<file path="src/hw/rtl/srbd_pkg.sv">
// ----------------------------------------------------------------------------
// srbd_pkg
// shared types and constants of the snapshot rle block decoder
// ----------------------------------------------------------------------------
package srbd_pkg;

  localparam int unsigned RAW_BLOCK_SIZE = 16384;

  // consumed byte counter saturates at 2**16
  localparam int unsigned         CONS_W   = 17;
  localparam logic [CONS_W-1:0]   CONS_CAP = CONS_W'(65536);

  localparam logic [7:0]  TOKEN_ED     = 8'hed;
  localparam logic [14:0] RAW_MARK_LEN = 15'd16384;

  // command queue between front and back
  localparam int unsigned QDEPTH = 4;
  localparam int unsigned QPTR_W = $clog2(QDEPTH);

  // fills one byte can cause before splitting
  localparam int unsigned NFILL = 3;

  // register indexes
  localparam int unsigned  REG_IDX_W = 3;
  localparam logic [2:0] REG_MODE  = 3'd0;
  localparam logic [2:0] REG_START = 3'd1;
  localparam logic [2:0] REG_BLEN  = 3'd2;
  localparam logic [2:0] REG_STACK = 3'd3;
  localparam logic [2:0] REG_PCL   = 3'd4;
  localparam logic [2:0] REG_PCH   = 3'd5;

  typedef enum logic [1:0] {
    MODE_RAW    = 2'd0,
    MODE_MARKER = 2'd1,
    MODE_LENGTH = 2'd2,
    MODE_ALT    = 2'd3
  } mode_e;

  typedef enum logic [2:0] {
    PH_IDLE,
    PH_ED1,
    PH_COUNT,
    PH_VALUE,
    PH_Z1,
    PH_Z2,
    PH_Z3
  } phase_e;

  typedef struct packed {
    logic [1:0]  mode;
    logic [15:0] start_address;
    logic [14:0] block_length;
    logic [15:0] stack_address;
    logic [7:0]  pc_low;
    logic [7:0]  pc_high;
  } cfg_t;

  // one accepted byte turned into fill work
  typedef struct packed {
    logic                  restart;
    logic                  done;
    logic [1:0]            nfill;
    logic [7:0]            count0;
    logic [NFILL-1:0][7:0] vals;
  } cmd_t;

endpackage

</file>
<file path="src/hw/rtl/srbd_regs.sv">
// ----------------------------------------------------------------------------
// srbd_regs
// apb register file holding the decoder configuration
// ----------------------------------------------------------------------------
module srbd_regs
  import srbd_pkg::*;
(
  input  logic        clk_i,
  input  logic        rst_ni,
  input  logic        psel,
  input  logic        penable,
  input  logic        pwrite,
  input  logic [4:0]  paddr,
  input  logic [31:0] pwdata,
  output logic [31:0] prdata,
  output logic        pready,
  output cfg_t        cfg_o
);

  cfg_t            cfg_q, cfg_d;
  logic            wr_en;
  logic [REG_IDX_W-1:0] idx;

  assign pready = 1'b1;
  assign wr_en  = psel & penable & pwrite;
  assign idx    = paddr[4:2];
  assign cfg_o  = cfg_q;

  always_comb begin
    cfg_d = cfg_q;
    if (wr_en) begin
      case (idx)
        REG_MODE:  cfg_d.mode          = pwdata[1:0];
        REG_START: cfg_d.start_address = pwdata[15:0];
        REG_BLEN:  cfg_d.block_length  = pwdata[14:0];
        REG_STACK: cfg_d.stack_address = pwdata[15:0];
        REG_PCL:   cfg_d.pc_low        = pwdata[7:0];
        REG_PCH:   cfg_d.pc_high       = pwdata[7:0];
        default: ;
      endcase
    end
  end

  always_comb begin
    case (idx)
      REG_MODE:  prdata = {30'd0, cfg_q.mode};
      REG_START: prdata = {16'd0, cfg_q.start_address};
      REG_BLEN:  prdata = {17'd0, cfg_q.block_length};
      REG_STACK: prdata = {16'd0, cfg_q.stack_address};
      REG_PCL:   prdata = {24'd0, cfg_q.pc_low};
      REG_PCH:   prdata = {24'd0, cfg_q.pc_high};
      default:   prdata = 32'd0;
    endcase
  end

  always_ff @(posedge clk_i or negedge rst_ni) begin
    if (!rst_ni) begin
      cfg_q.mode          <= MODE_MARKER;
      cfg_q.start_address <= 16'd16384;
      cfg_q.block_length  <= RAW_MARK_LEN;
      cfg_q.stack_address <= 16'd0;
      cfg_q.pc_low        <= 8'd0;
      cfg_q.pc_high       <= 8'd0;
    end else begin
      cfg_q <= cfg_d;
    end
  end

endmodule

</file>
<file path="src/hw/rtl/srbd_front.sv">
// ----------------------------------------------------------------------------
// srbd_front
// token decoder: an accepted byte gives at most one fill command
// ----------------------------------------------------------------------------
module srbd_front
  import srbd_pkg::*;
(
  input  logic       clk_i,
  input  logic       rst_ni,
  input  cfg_t       cfg_i,
  input  logic       valid_i,
  output logic       ready_o,
  input  logic [7:0] byte_i,
  input  logic       first_i,
  input  logic       q_full_i,
  output logic       cmd_valid_o,
  output cmd_t       cmd_o
);

  phase_e            phase_q, phase_d, phase_cur;
  logic [7:0]        run_q, run_d;
  logic [CONS_W-1:0] cons_q, cons_d, cons_cur, cons_nx;
  logic              fin_q, fin_d, fin_cur;
  logic              accept;
  logic [1:0]        em;
  logic              raw;
  logic              done;
  logic [1:0]        nf;
  logic [7:0]        cnt0;
  logic [NFILL-1:0][7:0] vals;

  function automatic phase_e boundary_phase(logic [7:0] b, logic [1:0] m);
    if (m == MODE_MARKER && b == 8'h00) begin
      return PH_Z1;
    end else if (b == TOKEN_ED) begin
      return PH_ED1;
    end
    return PH_IDLE;
  endfunction

  assign ready_o = !q_full_i;
  assign accept  = valid_i & ready_o;

  always_comb begin
    phase_cur = first_i ? PH_IDLE : phase_q;
    cons_cur  = first_i ? '0 : cons_q;
    fin_cur   = first_i ? 1'b0 : fin_q;
    em        = (cfg_i.mode == MODE_ALT) ? MODE_RAW : cfg_i.mode;
    raw       = (em == MODE_RAW) || (em == MODE_LENGTH && cfg_i.block_length == RAW_MARK_LEN);
    cons_nx   = (cons_cur < CONS_CAP) ? cons_cur + CONS_W'(1) : cons_cur;

    phase_d = phase_cur;
    run_d   = run_q;
    cons_d  = cons_cur;
    done    = 1'b0;
    nf      = 2'd0;
    cnt0    = 8'd1;
    vals    = '0;

    if (!fin_cur) begin
      if (em == MODE_LENGTH && !raw && cons_cur >= {2'b00, cfg_i.block_length}) begin
        done = 1'b1;
      end else begin
        cons_d = cons_nx;
        if (raw) begin
          phase_d  = PH_IDLE;
          vals[0]  = byte_i;
          nf       = 2'd1;
          if (em == MODE_LENGTH && cons_nx >= CONS_W'(RAW_BLOCK_SIZE)) begin
            done = 1'b1;
          end
        end else begin
          case (phase_cur)
            PH_ED1: begin
              if (byte_i == TOKEN_ED) begin
                phase_d = PH_COUNT;
              end else begin
                vals[0] = TOKEN_ED;
                nf      = 2'd1;
                phase_d = boundary_phase(byte_i, em);
                if (phase_d == PH_IDLE) begin
                  vals[1] = byte_i;
                  nf      = 2'd2;
                end
              end
            end
            PH_COUNT: begin
              run_d   = byte_i;
              phase_d = PH_VALUE;
            end
            PH_VALUE: begin
              phase_d = PH_IDLE;
              vals[0] = byte_i;
              cnt0    = run_q;
              // zero run fills nothing
              nf      = (run_q != 8'd0) ? 2'd1 : 2'd0;
            end
            PH_Z1: begin
              if (byte_i == TOKEN_ED) begin
                phase_d = PH_Z2;
              end else begin
                vals[0] = 8'h00;
                nf      = 2'd1;
                phase_d = boundary_phase(byte_i, em);
                if (phase_d == PH_IDLE) begin
                  vals[1] = byte_i;
                  nf      = 2'd2;
                end
              end
            end
            PH_Z2: begin
              if (byte_i == TOKEN_ED) begin
                phase_d = PH_Z3;
              end else begin
                vals[0] = 8'h00;
                vals[1] = TOKEN_ED;
                nf      = 2'd2;
                phase_d = boundary_phase(byte_i, em);
                if (phase_d == PH_IDLE) begin
                  vals[2] = byte_i;
                  nf      = 2'd3;
                end
              end
            end
            PH_Z3: begin
              if (byte_i == 8'h00 && em == MODE_MARKER) begin
                phase_d = PH_IDLE;
                done    = 1'b1;
              end else begin
                // held 00 ed ed was a literal 00 then an ed ed run, this byte its count
                vals[0] = 8'h00;
                nf      = 2'd1;
                run_d   = byte_i;
                phase_d = PH_VALUE;
              end
            end
            default: begin
              phase_d = boundary_phase(byte_i, em);
              if (phase_d == PH_IDLE) begin
                vals[0] = byte_i;
                nf      = 2'd1;
              end
            end
          endcase

          // length reached mid token: flush held bytes as literals
          if (em == MODE_LENGTH && cons_nx >= {2'b00, cfg_i.block_length}) begin
            done = 1'b1;
            case (phase_d)
              PH_ED1: begin
                vals[nf] = TOKEN_ED;
                nf       = nf + 2'd1;
              end
              PH_Z1, PH_Z3: begin
                vals[nf] = 8'h00;
                nf       = nf + 2'd1;
              end
              PH_Z2: begin
                vals[nf]        = 8'h00;
                vals[nf + 2'd1] = TOKEN_ED;
                nf              = nf + 2'd2;
              end
              default: ;
            endcase
            phase_d = PH_IDLE;
          end
        end
      end
    end

    fin_d = fin_cur | done;
  end

  always_comb begin
    cmd_o.restart = first_i;
    cmd_o.done    = done;
    cmd_o.nfill   = nf;
    cmd_o.count0  = cnt0;
    cmd_o.vals    = vals;
    cmd_valid_o   = accept & (first_i | done | (nf != 2'd0));
  end

  always_ff @(posedge clk_i or negedge rst_ni) begin
    if (!rst_ni) begin
      phase_q <= PH_IDLE;
      run_q   <= 8'd0;
      cons_q  <= '0;
      fin_q   <= 1'b0;
    end else if (accept) begin
      phase_q <= phase_d;
      run_q   <= run_d;
      cons_q  <= cons_d;
      fin_q   <= fin_d;
    end
  end

endmodule

</file>
<file path="src/hw/rtl/srbd_fifo.sv">
// ----------------------------------------------------------------------------
// srbd_fifo
// short command queue between the token decoder and the segment writer
// ----------------------------------------------------------------------------
module srbd_fifo
  import srbd_pkg::*;
(
  input  logic clk_i,
  input  logic rst_ni,
  input  logic push_i,
  input  cmd_t data_i,
  output logic full_o,
  input  logic pop_i,
  output logic empty_o,
  output cmd_t data_o
);

  cmd_t              mem_q [QDEPTH];
  logic [QPTR_W-1:0] wr_q, wr_d, rd_q, rd_d;
  logic [QPTR_W:0]   cnt_q, cnt_d;
  logic              do_push, do_pop;

  assign full_o  = (cnt_q == (QPTR_W+1)'(QDEPTH));
  assign empty_o = (cnt_q == '0);
  assign do_push = push_i & !full_o;
  assign do_pop  = pop_i & !empty_o;
  assign data_o  = mem_q[rd_q];

  always_comb begin
    wr_d  = do_push ? wr_q + QPTR_W'(1) : wr_q;
    rd_d  = do_pop ? rd_q + QPTR_W'(1) : rd_q;
    cnt_d = cnt_q;
    if (do_push && !do_pop) begin
      cnt_d = cnt_q + (QPTR_W+1)'(1);
    end else if (do_pop && !do_push) begin
      cnt_d = cnt_q - (QPTR_W+1)'(1);
    end
  end

  always_ff @(posedge clk_i) begin
    if (do_push) begin
      mem_q[wr_q] <= data_i;
    end
  end

  always_ff @(posedge clk_i or negedge rst_ni) begin
    if (!rst_ni) begin
      wr_q  <= '0;
      rd_q  <= '0;
      cnt_q <= '0;
    end else begin
      wr_q  <= wr_d;
      rd_q  <= rd_d;
      cnt_q <= cnt_d;
    end
  end

endmodule

</file>
<file path="src/hw/rtl/srbd_back.sv">
// ----------------------------------------------------------------------------
// srbd_back
// segment writer: tracks the write address, splits fills around the stack
// bytes and drives the output register
// ----------------------------------------------------------------------------
module srbd_back
  import srbd_pkg::*;
(
  input  logic        clk_i,
  input  logic        rst_ni,
  input  cfg_t        cfg_i,
  input  logic        cmd_valid_i,
  input  cmd_t        cmd_i,
  output logic        cmd_pop_o,
  output logic        out_valid_o,
  input  logic        out_ready_i,
  output logic [15:0] out_address_o,
  output logic [7:0]  out_value_o,
  output logic [7:0]  out_count_o,
  output logic        out_last_o,
  output logic        out_done_o
);

  logic        busy_q, busy_d;
  cmd_t        cmd_q, cmd_d;
  logic [1:0]  idx_q, idx_d;
  logic [7:0]  rem_q, rem_d;
  logic [15:0] wa_q, wa_d;

  logic        ov_q, ov_d;
  logic [15:0] oaddr_q, oaddr_d;
  logic [7:0]  oval_q, oval_d;
  logic [7:0]  ocnt_q, ocnt_d;
  logic        olast_q, olast_d;
  logic        odone_q, odone_d;

  logic        out_free;
  logic [15:0] sp0, sp1, d0, d1;
  logic        at_sp0, at_sp1;
  logic [7:0]  len, sval, rem_left;
  logic        fill_last;

  assign out_free = !ov_q || out_ready_i;

  // one segment of the current fill
  always_comb begin
    sp0    = cfg_i.stack_address;
    sp1    = sp0 + 16'd1;
    d0     = sp0 - wa_q;
    d1     = sp1 - wa_q;
    at_sp0 = (wa_q == sp0);
    at_sp1 = (wa_q == sp1);
    len    = rem_q;
    if (d0 < {8'd0, len}) begin
      len = d0[7:0];
    end
    if (d1 < {8'd0, len}) begin
      len = d1[7:0];
    end
    if (at_sp0) begin
      len  = 8'd1;
      sval = cfg_i.pc_low;
    end else if (at_sp1) begin
      len  = 8'd1;
      sval = cfg_i.pc_high;
    end else begin
      sval = cmd_q.vals[idx_q];
    end
    rem_left  = rem_q - len;
    fill_last = (idx_q == cmd_q.nfill - 2'd1);
  end

  always_comb begin
    busy_d    = busy_q;
    cmd_d     = cmd_q;
    idx_d     = idx_q;
    rem_d     = rem_q;
    wa_d      = wa_q;
    cmd_pop_o = 1'b0;
    ov_d      = ov_q && !out_ready_i;
    oaddr_d   = oaddr_q;
    oval_d    = oval_q;
    ocnt_d    = ocnt_q;
    olast_d   = olast_q;
    odone_d   = odone_q;

    if (!busy_q) begin
      if (cmd_valid_i) begin
        cmd_pop_o = 1'b1;
        busy_d    = 1'b1;
        cmd_d     = cmd_i;
        idx_d     = 2'd0;
        rem_d     = cmd_i.count0;
        if (cmd_i.restart) begin
          wa_d = cfg_i.start_address;
        end
      end
    end else if (cmd_q.nfill == 2'd0) begin
      if (!cmd_q.done) begin
        busy_d = 1'b0;
      end else if (out_free) begin
        // block ended without filling anything
        ov_d    = 1'b1;
        oaddr_d = wa_q;
        oval_d  = 8'd0;
        ocnt_d  = 8'd0;
        olast_d = 1'b1;
        odone_d = 1'b1;
        busy_d  = 1'b0;
      end
    end else if (out_free) begin
      ov_d    = 1'b1;
      oaddr_d = wa_q;
      oval_d  = sval;
      ocnt_d  = len;
      olast_d = (rem_left == 8'd0) && fill_last;
      odone_d = cmd_q.done;
      wa_d    = wa_q + {8'd0, len};
      if (rem_left == 8'd0) begin
        if (fill_last) begin
          busy_d = 1'b0;
        end else begin
          idx_d = idx_q + 2'd1;
          rem_d = 8'd1;
        end
      end else begin
        rem_d = rem_left;
      end
    end
  end

  assign out_valid_o   = ov_q;
  assign out_address_o = oaddr_q;
  assign out_value_o   = oval_q;
  assign out_count_o   = ocnt_q;
  assign out_last_o    = olast_q;
  assign out_done_o    = odone_q;

  always_ff @(posedge clk_i or negedge rst_ni) begin
    if (!rst_ni) begin
      busy_q <= 1'b0;
      ov_q   <= 1'b0;
      wa_q   <= 16'd16384;
    end else begin
      busy_q <= busy_d;
      ov_q   <= ov_d;
      wa_q   <= wa_d;
    end
  end

  always_ff @(posedge clk_i) begin
    cmd_q   <= cmd_d;
    idx_q   <= idx_d;
    rem_q   <= rem_d;
    oaddr_q <= oaddr_d;
    oval_q  <= oval_d;
    ocnt_q  <= ocnt_d;
    olast_q <= olast_d;
    odone_q <= odone_d;
  end

endmodule

</file>
<file path="src/hw/rtl/snapshot_rle_block_decoder_top.sv">
// ----------------------------------------------------------------------------
// snapshot_rle_block_decoder_top
// ed ed run-length snapshot block decoder giving memory fill segments
// ----------------------------------------------------------------------------
// channel   dir  handshake                       payload
// s_axis    in   s_axis_tvalid / s_axis_tready    tdata byte, tuser first
// m_axis    out  m_axis_tvalid / m_axis_tready    tdata addr/value/count,
//                                                 tlast last, tuser block_done
// apb       in   psel & penable & pwrite          six config registers
//
// the token decoder takes one byte per cycle while the command queue has room
// the segment writer loads a command, then writes one segment of it whenever the
// output register is free, and takes no new command until its last one is out;
// held marker and ed bytes make no command
// reset puts the write address at 16384 and clears decode state, no sweep
// a stalled output holds in its register while the 4-entry queue fills
// ----------------------------------------------------------------------------
module snapshot_rle_block_decoder_top
  import srbd_pkg::*;
(
  input  logic        clk_i,
  input  logic        rst_ni,
  input  logic        s_axis_tvalid,
  output logic        s_axis_tready,
  input  logic [7:0]  s_axis_tdata,   // [7:0] data_byte
  input  logic        s_axis_tuser,   // [0] first
  output logic        m_axis_tvalid,
  input  logic        m_axis_tready,
  output logic [31:0] m_axis_tdata,   // [15:0] address, [23:16] value, [31:24] count
  output logic        m_axis_tlast,   // last
  output logic        m_axis_tuser,   // [0] block_done
  input  logic        psel,
  input  logic        penable,
  input  logic        pwrite,
  input  logic [4:0]  paddr,
  input  logic [31:0] pwdata,
  output logic [31:0] prdata,
  output logic        pready
);

  cfg_t        cfg;
  cmd_t        cmd_in, cmd_out;
  logic        cmd_push, q_full, q_empty, cmd_pop;
  logic [15:0] out_address;
  logic [7:0]  out_value, out_count;

  srbd_regs u_regs (
    .clk_i   (clk_i),
    .rst_ni  (rst_ni),
    .psel    (psel),
    .penable (penable),
    .pwrite  (pwrite),
    .paddr   (paddr),
    .pwdata  (pwdata),
    .prdata  (prdata),
    .pready  (pready),
    .cfg_o   (cfg)
  );

  srbd_front u_front (
    .clk_i       (clk_i),
    .rst_ni      (rst_ni),
    .cfg_i       (cfg),
    .valid_i     (s_axis_tvalid),
    .ready_o     (s_axis_tready),
    .byte_i      (s_axis_tdata),
    .first_i     (s_axis_tuser),
    .q_full_i    (q_full),
    .cmd_valid_o (cmd_push),
    .cmd_o       (cmd_in)
  );

  srbd_fifo u_fifo (
    .clk_i   (clk_i),
    .rst_ni  (rst_ni),
    .push_i  (cmd_push),
    .data_i  (cmd_in),
    .full_o  (q_full),
    .pop_i   (cmd_pop),
    .empty_o (q_empty),
    .data_o  (cmd_out)
  );

  srbd_back u_back (
    .clk_i         (clk_i),
    .rst_ni        (rst_ni),
    .cfg_i         (cfg),
    .cmd_valid_i   (!q_empty),
    .cmd_i         (cmd_out),
    .cmd_pop_o     (cmd_pop),
    .out_valid_o   (m_axis_tvalid),
    .out_ready_i   (m_axis_tready),
    .out_address_o (out_address),
    .out_value_o   (out_value),
    .out_count_o   (out_count),
    .out_last_o    (m_axis_tlast),
    .out_done_o    (m_axis_tuser)
  );

  assign m_axis_tdata = {out_count, out_value, out_address};

endmodule

</file>
<file path="config.mk">
export PLATFORM = sky130hd
export DESIGN_NAME = snapshot_rle_block_decoder_top
export DESIGN_NICKNAME = d
export VERILOG_FILES = /design/src/hw/rtl/srbd_pkg.sv /design/src/hw/rtl/srbd_regs.sv /design/src/hw/rtl/srbd_front.sv /design/src/hw/rtl/srbd_fifo.sv /design/src/hw/rtl/srbd_back.sv /design/src/hw/rtl/snapshot_rle_block_decoder_top.sv
export SDC_FILE = /design/constraint.sdc
export NUM_CORES = 1
export LEC_CHECK = 0
export ABC_AREA = 1
export BUFFER_PORTS_ARGS = -buffer_cell sky130_fd_sc_hd__clkbuf_2
export CAP_MARGIN = 20
export CORE_ASPECT_RATIO = 1.2
export CORE_MARGIN = 1
export CORE_UTILIZATION = 49
export DETAILED_ROUTE_END_ITERATION = 10
export PLACE_DENSITY = 0.63
export SETUP_SLACK_MARGIN = 0.3
export SLEW_MARGIN = 20
export SYNTH_ARGS = -nofsm -noshare
export SYNTH_HDL_FRONTEND = slang
export SYNTH_HIERARCHICAL = 1
export SYNTH_SLANG_ARGS = --single-unit
</file>
<file path="constraint.sdc">
create_clock -name clk_i -period 19.65 [get_ports clk_i]
set_clock_uncertainty 0.15 [all_clocks]
set_input_delay 0 -clock clk_i [delete_from_list [all_inputs] [get_ports clk_i]]
set_output_delay 0 -clock clk_i [all_outputs]
set_load 0.01 [all_outputs]
</file>
Word-level counts from Yosys, hierarchy flattened
Memory sizes are Yosys's and may differ from the RTL's.
Index checks and enable logic that the tools add are counted.
{"block": "op_classes", "reduce_logical": 54, "bitwise_logic": 22, "muxes": 182, "n_eq_ne": 33, "order_cmp": 11, "addsub": 14}
{"op": "8-bit 2-to-1 mux", "count": 41}
{"op": "16-bit 2-to-1 mux", "count": 11}
{"op": "3-bit 2-to-1 mux", "count": 39}
{"op": "24-bit 2-to-1 mux", "count": 4}
{"op": "16-bit case mux with 6 select lines", "count": 1}
{"op": "24-bit case mux with 3 select lines", "count": 1}
{"op": "17-bit 2-to-1 mux", "count": 4}
{"op": "1-bit 2-to-1 mux", "count": 52}
{"op": "2-bit 2-to-1 mux", "count": 20}
{"op": "8-bit case mux with 5 select lines", "count": 1}
{"op": "18-bit bitwise OR", "count": 2}
{"op": "17-bit by 15-bit >= comparator with 1-bit output", "count": 2}
{"op": "8-bit demux with 2-bit select", "count": 2}
{"op": "16-bit == test", "count": 2}
{"op": "16-bit by 8-bit less-than comparator with 1-bit output", "count": 2}
{"op": "16-bit subtractor", "count": 2}
{"op": "3-bit == test (second input constant)", "count": 9}
{"op": "24-bit bitwise AND", "count": 1}
{"op": "24-bit inverter", "count": 1}
{"op": "8-bit case mux with 3 select lines", "count": 1}
{"op": "3-bit zero test", "count": 6}
{"op": "3-bit case mux with 6 select lines", "count": 1}
{"op": "17-bit by 1-bit adder with 17-bit output (second input constant)", "count": 1}
{"op": "17-bit by 15-bit >= comparator with 1-bit output (second input constant)", "count": 1}
{"op": "other kinds (44)", "count": 109}
{"block": "word_totals", "regBits": 190, "input_bits": 53, "n_memories": 1, "mem_bits_rw": 144, "elab_cells": 345, "out_inout_bits": 69}
{"memory": "u_fifo.mem_q", "words": 4, "word_bits": 36, "rd": 1, "rd_ports_with_merged_regs": 0, "write_ports": 1, "line": "srbd_fifo.sv:18", "source": "cmd_t mem_q [QDEPTH];"}

Longest topological paths before layout
{"block": "logic_depth", "ltp_word": 37, "ltp_mapped": 52, "depth_no_buf": 50}

By module
The synthesis kept the hierarchy.
{"mod": "srbd_back", "seq_area_each_um2": 2583.7, "area_each_um2": 7050.5, "cells_per_inst": 911, "n_inst": 1}
{"mod": "srbd_fifo", "seq_area_each_um2": 4499.3, "area_each_um2": 6239.7, "cells_per_inst": 481, "n_inst": 1}
{"mod": "srbd_front", "seq_area_each_um2": 725.7, "area_each_um2": 4125.2, "cells_per_inst": 649, "n_inst": 1}
{"mod": "srbd_regs", "seq_area_each_um2": 1630.3, "area_each_um2": 3460.8, "cells_per_inst": 412, "n_inst": 1}
{"mod": "snapshot_rle_block_decoder_top", "seq_area_each_um2": 0.0, "area_each_um2": 3.8, "cells_per_inst": 1, "n_inst": 1}

Worst setup path before layout
Ideal clock, no wire load.
{"block": "synth_path", "path_kind": "reg-to-reg", "startpoint": "register u_regs.cfg_q (netlist bit u_regs/cfg_o[16])", "endpoint": "register u_back.wa_q[15]", "n_path_buf": 1, "arrival_ps": 6451, "path_slack_ps": 12966, "required_time_ps": 19418, "setup_time_ps": 82, "stages_incl_launch_ff": 49, "period_less_slack_ps": 6684, "cell_sequence": "dfrtp_1 > inv_1 > ha_1 > fa_1 > inv_1 > nand2_1 > nand2_1 > and2_1 > xor2_1 > ha_1 > nand2_1 > nor2_1 > a21oi_1 > nand3_2 > clkbuf_1 > inv_1 > nor2_1 > nor2_1 > [... 13 more ...] > nand2_1 > nand2_1 > a21oi_1 > nor2_1 > nor2_1 > o21ai_0 > and2_1 > o21ai_0 > nand2_1 > nand2_1 > nand2_1 > nand2_1 > nor3_1 > nand3_1 > nor3_1 > xor2_1 > nor2_1 > o22ai_1"}
{"block": "synth_via", "elab_chain_len": 11, "elab_cells_between_ends": 15, "cone_classes": "add/sub: 4; order compare: 2; eq/ne: 2; mux: 7"}
{"item": "start, declared", "line": "srbd_regs.sv:20", "source": "cfg_t cfg_q, cfg_d;"}
{"item": "start signal, assigned", "line": "srbd_regs.sv:65", "source": "cfg_q <= cfg_d;"}
{"item": "16-bit subtractor", "line": "srbd_back.sv:49", "source": "d0 = sp0 - wa_q;"}
{"item": "16-bit by 8-bit less-than comparator with 1-bit output", "line": "srbd_back.sv:54", "source": "if (d0 < {8'd0, len}) begin"}
{"item": "8-bit 2-to-1 mux", "line": "srbd_back.sv:54"}
{"item": "16-bit by 8-bit less-than comparator with 1-bit output", "line": "srbd_back.sv:57", "source": "if (d1 < {8'd0, len}) begin"}
{"item": "8-bit 2-to-1 mux", "line": "srbd_back.sv:57"}
{"item": "8-bit 2-to-1 mux", "line": "srbd_back.sv:63", "source": "end else if (at_sp1) begin"}
{"item": "8-bit 2-to-1 mux *", "line": "srbd_back.sv:60", "source": "if (at_sp0) begin"}
{"item": "net u_back.len[1]", "line": "srbd_back.sv:40", "source": "logic [7:0] len, sval, rem_left;"}
{"item": "16-bit by 8-bit adder with 16-bit output *", "line": "srbd_back.sv:118", "source": "wa_d = wa_q + {8'd0, len};"}
{"item": "16-bit 2-to-1 mux *", "line": "srbd_back.sv:111", "source": "end else if (out_free) begin"}
{"item": "16-bit 2-to-1 mux *", "line": "srbd_back.sv:98", "source": "end else if (cmd_q.nfill == 2'd0) begin"}
{"item": "16-bit 2-to-1 mux *", "line": "srbd_back.sv:87", "source": "if (!busy_q) begin"}
{"item": "end signal, assigned", "line": "srbd_back.sv:147", "source": "wa_q <= wa_d;"}
{"item": "end, declared", "line": "srbd_back.sv:28", "source": "logic [15:0] wa_q, wa_d;"}
Mark *: on every way through the listed nets, which the timed path passes. The rest lies on a longest branch. The select of a mux whose other input is x is not followed.
A chain may end at the register's enable or synchronous reset.

Final worst setup path
Same ends and word-level chain as after synthesis.

==> impl_metrics.tcl <==
set metrics [dict create \
    status "finished, final reports clean" \
    syn_to_final_growth_pct 10.2 \
    power_density_nw_per_um2 157 \
    wirelength_microns 54200 \
    clk_latency_ns 0.54 \
    clkTransAtPathRegs_ns 0.06 \
    r2r_end "u_back/wa_q[15]$_DFFE_PN0P_" \
    maxCapViolCount 0 \
    die_area_sq_um 43400 \
    finalNetCount 2709 \
    fin_crit_sh_pct 43.6 \
    grt_pass1_wl_microns 85300 \
    n_fill_cell 3870 \
    regToRegSetupSlack_ns 11.09 \
    vias_per_cell 5.34 \
    grt-ovfl-total 0 \
    cts_buffers 36 \
    wire_per_inst_microns 17.4 \
    initial_core_util_pct 49.9 \
    ctsRootBufferMaster "clkbuf_16" \
    clock-sinks 334 \
    fin_cells 3119 \
    grt_pass1_vias 16000 \
    netlist_area_sq_um 20900 \
    critPathKind "register to register" \
    crit_path_start_kind "register" \
    setup.worst_path.end_class "register" \
    reg2reg_from "u_regs/cfg_o[16]$_DFFE_PN0P_" \
    grt_start_max_net_pins 81 \
    core_sq_um 41900 \
    relSlewSlack_pct 29.6 \
    cts_tree "done" \
    cpPeakStageDelay_ns 0.59 \
    hold_violations 0 \
    antenna_left 0 \
    cp_slowest_cell "o211ai_1" \
    antenna_found_initial 3 \
    ys_warn_count 6 \
    final_cell_mix "575 x nand2_1, 385 x inv_1, 215 x edfxtp_1" \
    fmax_mhz 117 \
    worstHoldStart "s_axis_tvalid" \
    die_h_microns 228 \
    crit_required_ns 19.95 \
    ir_worst_vdd_v 0.0000836 \
    rows 82 \
    vias 16600 \
    seqCellArea_sq_um 9440 \
    synth-seq-cells 334 \
    fin_tns_setup_ns 0 \
    crit_path_start "u_regs/cfg_o[16]$_DFFE_PN0P_" \
    grt_usage_pct 25.2 \
    die_x_microns 190 \
    crit_top_cell "nand2_1" \
    crit_arrival_ns 8.86 \
    cts_setup_buffers 0 \
    seq_area_frac_synth_pct 45.2 \
    dp.cells 3021 \
    ff2ff_path_depth 46 \
    synthCells 2454 \
    drt_iter0_drc 1102 \
    period_needed_ns 8.56 \
    drive_above_1_share_pct 11.9 \
    cts_htree_levels 2 \
    hold_path_depth 4 \
    place.gp.congestion 0.909 \
    cts_resized 0 \
    rsz0062_at_grt "false" \
    drtPass1Iterations 5 \
    path_delay_family "simple AND/OR/NAND/NOR gates" \
    syn_area_per_cell_sq_um 8.51 \
    dpl.hpwl_microns 39900 \
    synthDistinctLibCells 60 \
    multiInputGateArea_sq_um 9290 \
    drcViolationCount 0 \
    cp_num_buf_inv 5 \
    leakagePower_nw 10.8 \
    hold_ws_ns 0.0587 \
    slew_violations 0 \
    io_pins 122 \
    hp-class "primary input to register" \
    crit_fanout 13 \
    port_buffers 86 \
    setup_violations 0 \
    worstMarginPinSlew_ns 1.05 \
    clockBufferDepth 3 \
    hold-path-endpoint "u_front/cons_q[15]$_DFFE_PN0P_" \
    final_common_cell "nand2_1" \
]
-- flip-flops by register name, summed over array words and instances (netlist names) --
signal                count
u_fifo/mem_q            144
u_regs/cfg_o             65
u_back/cmd_q             27
u_front/cons_q           17
u_back/out_address_o     16
u_back/wa_q              16
u_back/out_count_o        8
u_back/out_value_o        8
u_back/rem_q              8
u_front/run_q             8
u_fifo/cnt_q              3
u_front/phase_q           3
u_back/idx_q              2
u_fifo/rd_q               2
u_fifo/wr_q               2
u_back/busy_q             1
u_back/out_done_o         1
u_back/out_last_o         1
u_back/out_valid_o        1
u_front/fin_q             1
-- per-stage QoR --
stage / utilization (%) / worst slack, ns / cell area (sq um) / power (W)
finish: 55.0 / 11.09 / 23000 / 0.00361
global route: 55.0 / 10.29 / 23000 / 0.00390
CTS: 55.0 / 11.19 / 23000 / 0.00363
detailed placement: 51.3 / 11.24 / 21500 / 0.00293
global placement: 51.3 / 11.39 / 21500 / 0.00288
floorplan: - / 12.97 / 20900 / 0.00245
-- synthesized netlist by cell type, drive strengths merged --
cell	instances	area share (%)
o211ai	91	3.3
a31oi	3	0.090
xor2	50	2.1
nand4	40	1.2
dfstp	4	0.50
nor4	5	0.15
o221ai	1	0.042
o31ai	1	0.036
o21bai	5	0.18
a22oi	4	0.14
nor3b	1	0.036
a21oi	87	2.2
conb	2	0.036
a211oi	8	0.36
xnor2	11	0.46
nor3	29	0.85
buf	63	2.5
inv	407	7.4
o21ai	166	4.7
nand2	603	11
and2	5	0.15
clkbuf	27	0.79
o22ai	22	0.66
o311ai	8	0.34
nor2	243	5.2
fa	5	0.48
ha	106	6.4
dfrtp	115	14
o21a	2	0.072
nand3	108	3.1
o2111ai	4	0.17
or2	4	0.12
mux2i	1	0.048
nand3b	4	0.14
clkinv	4	0.10
edfxtp	215	31
-- area by class of cell --
type                            count  share of cell area, %
Antenna cell                        2                 0.0217
Clock buffer                       45                   4.33
Clock inverter                     19                  0.832
Inverter                          411                   6.81
Multi-Input combinational cell   1634                   40.4
Sequential cell                   334                   41.0
Tap cell                          546                   2.97
Timing Repair Buffer              128                   3.67
-- power by group --
part	switching [W]	internal (W)	leakage, nW
Clock	0.000281	0.000402	0.577
Combinational	0.00117	0.000576	6.67
Sequential	0.000136	0.00105	3.53
-- worst max path at each step --
stage	end	slack, ns	depth (start not counted)
floorplan	u_back/wa_q[15]$_DFFE_PN0P_	12.97	48
global placement	u_back/wa_q[15]$_DFFE_PN0P_	11.39	46
detailed placement	u_back/wa_q[15]$_DFFE_PN0P_	11.24	46
CTS	u_back/wa_q[15]$_DFFE_PN0P_	11.19	46
global route	u_back/wa_q[15]$_DFFE_PN0P_	10.29	46
finish	u_back/wa_q[15]$_DFFE_PN0P_	11.09	46
-- worst min-delay path, cell delays in order --
cell and delay, ns:
clkbuf_2 0.07, nand2_1 0.40, nand2_1 0.17, o21ai_1 0.06
-- cells by family after synthesis --
family,share of synthesized area [%]
adder cells (fa/ha/maj),6.83
AO/OA/AOI/OAI,12.2
other,0.0360
AND/OR/NAND/NOR,22.3
flip-flops,45.2
XOR/XNOR,2.56
buffers and inverters,10.8
multiplexers,0.0479
-- repair_timing --
item / CTS / global route
hold buffers: 32 / 0
setup endpoints to repair: 0 / 0
hold endpoints to repair: 204 / 0
-- per-layer routing --
layer | track usage [%] | share of wire [%] | up-vias
li1 | - | - | 8262
met1 | 32.5 | 43 | 7834
met2 | 42.7 | 49 | 452
met3 | 2.82 | 4.6 | 96
met4 | 10.5 | 3.4 | 2
met5 | 0 | 0.030 | -
Note: power is estimated with default switching activity, not from simulation.
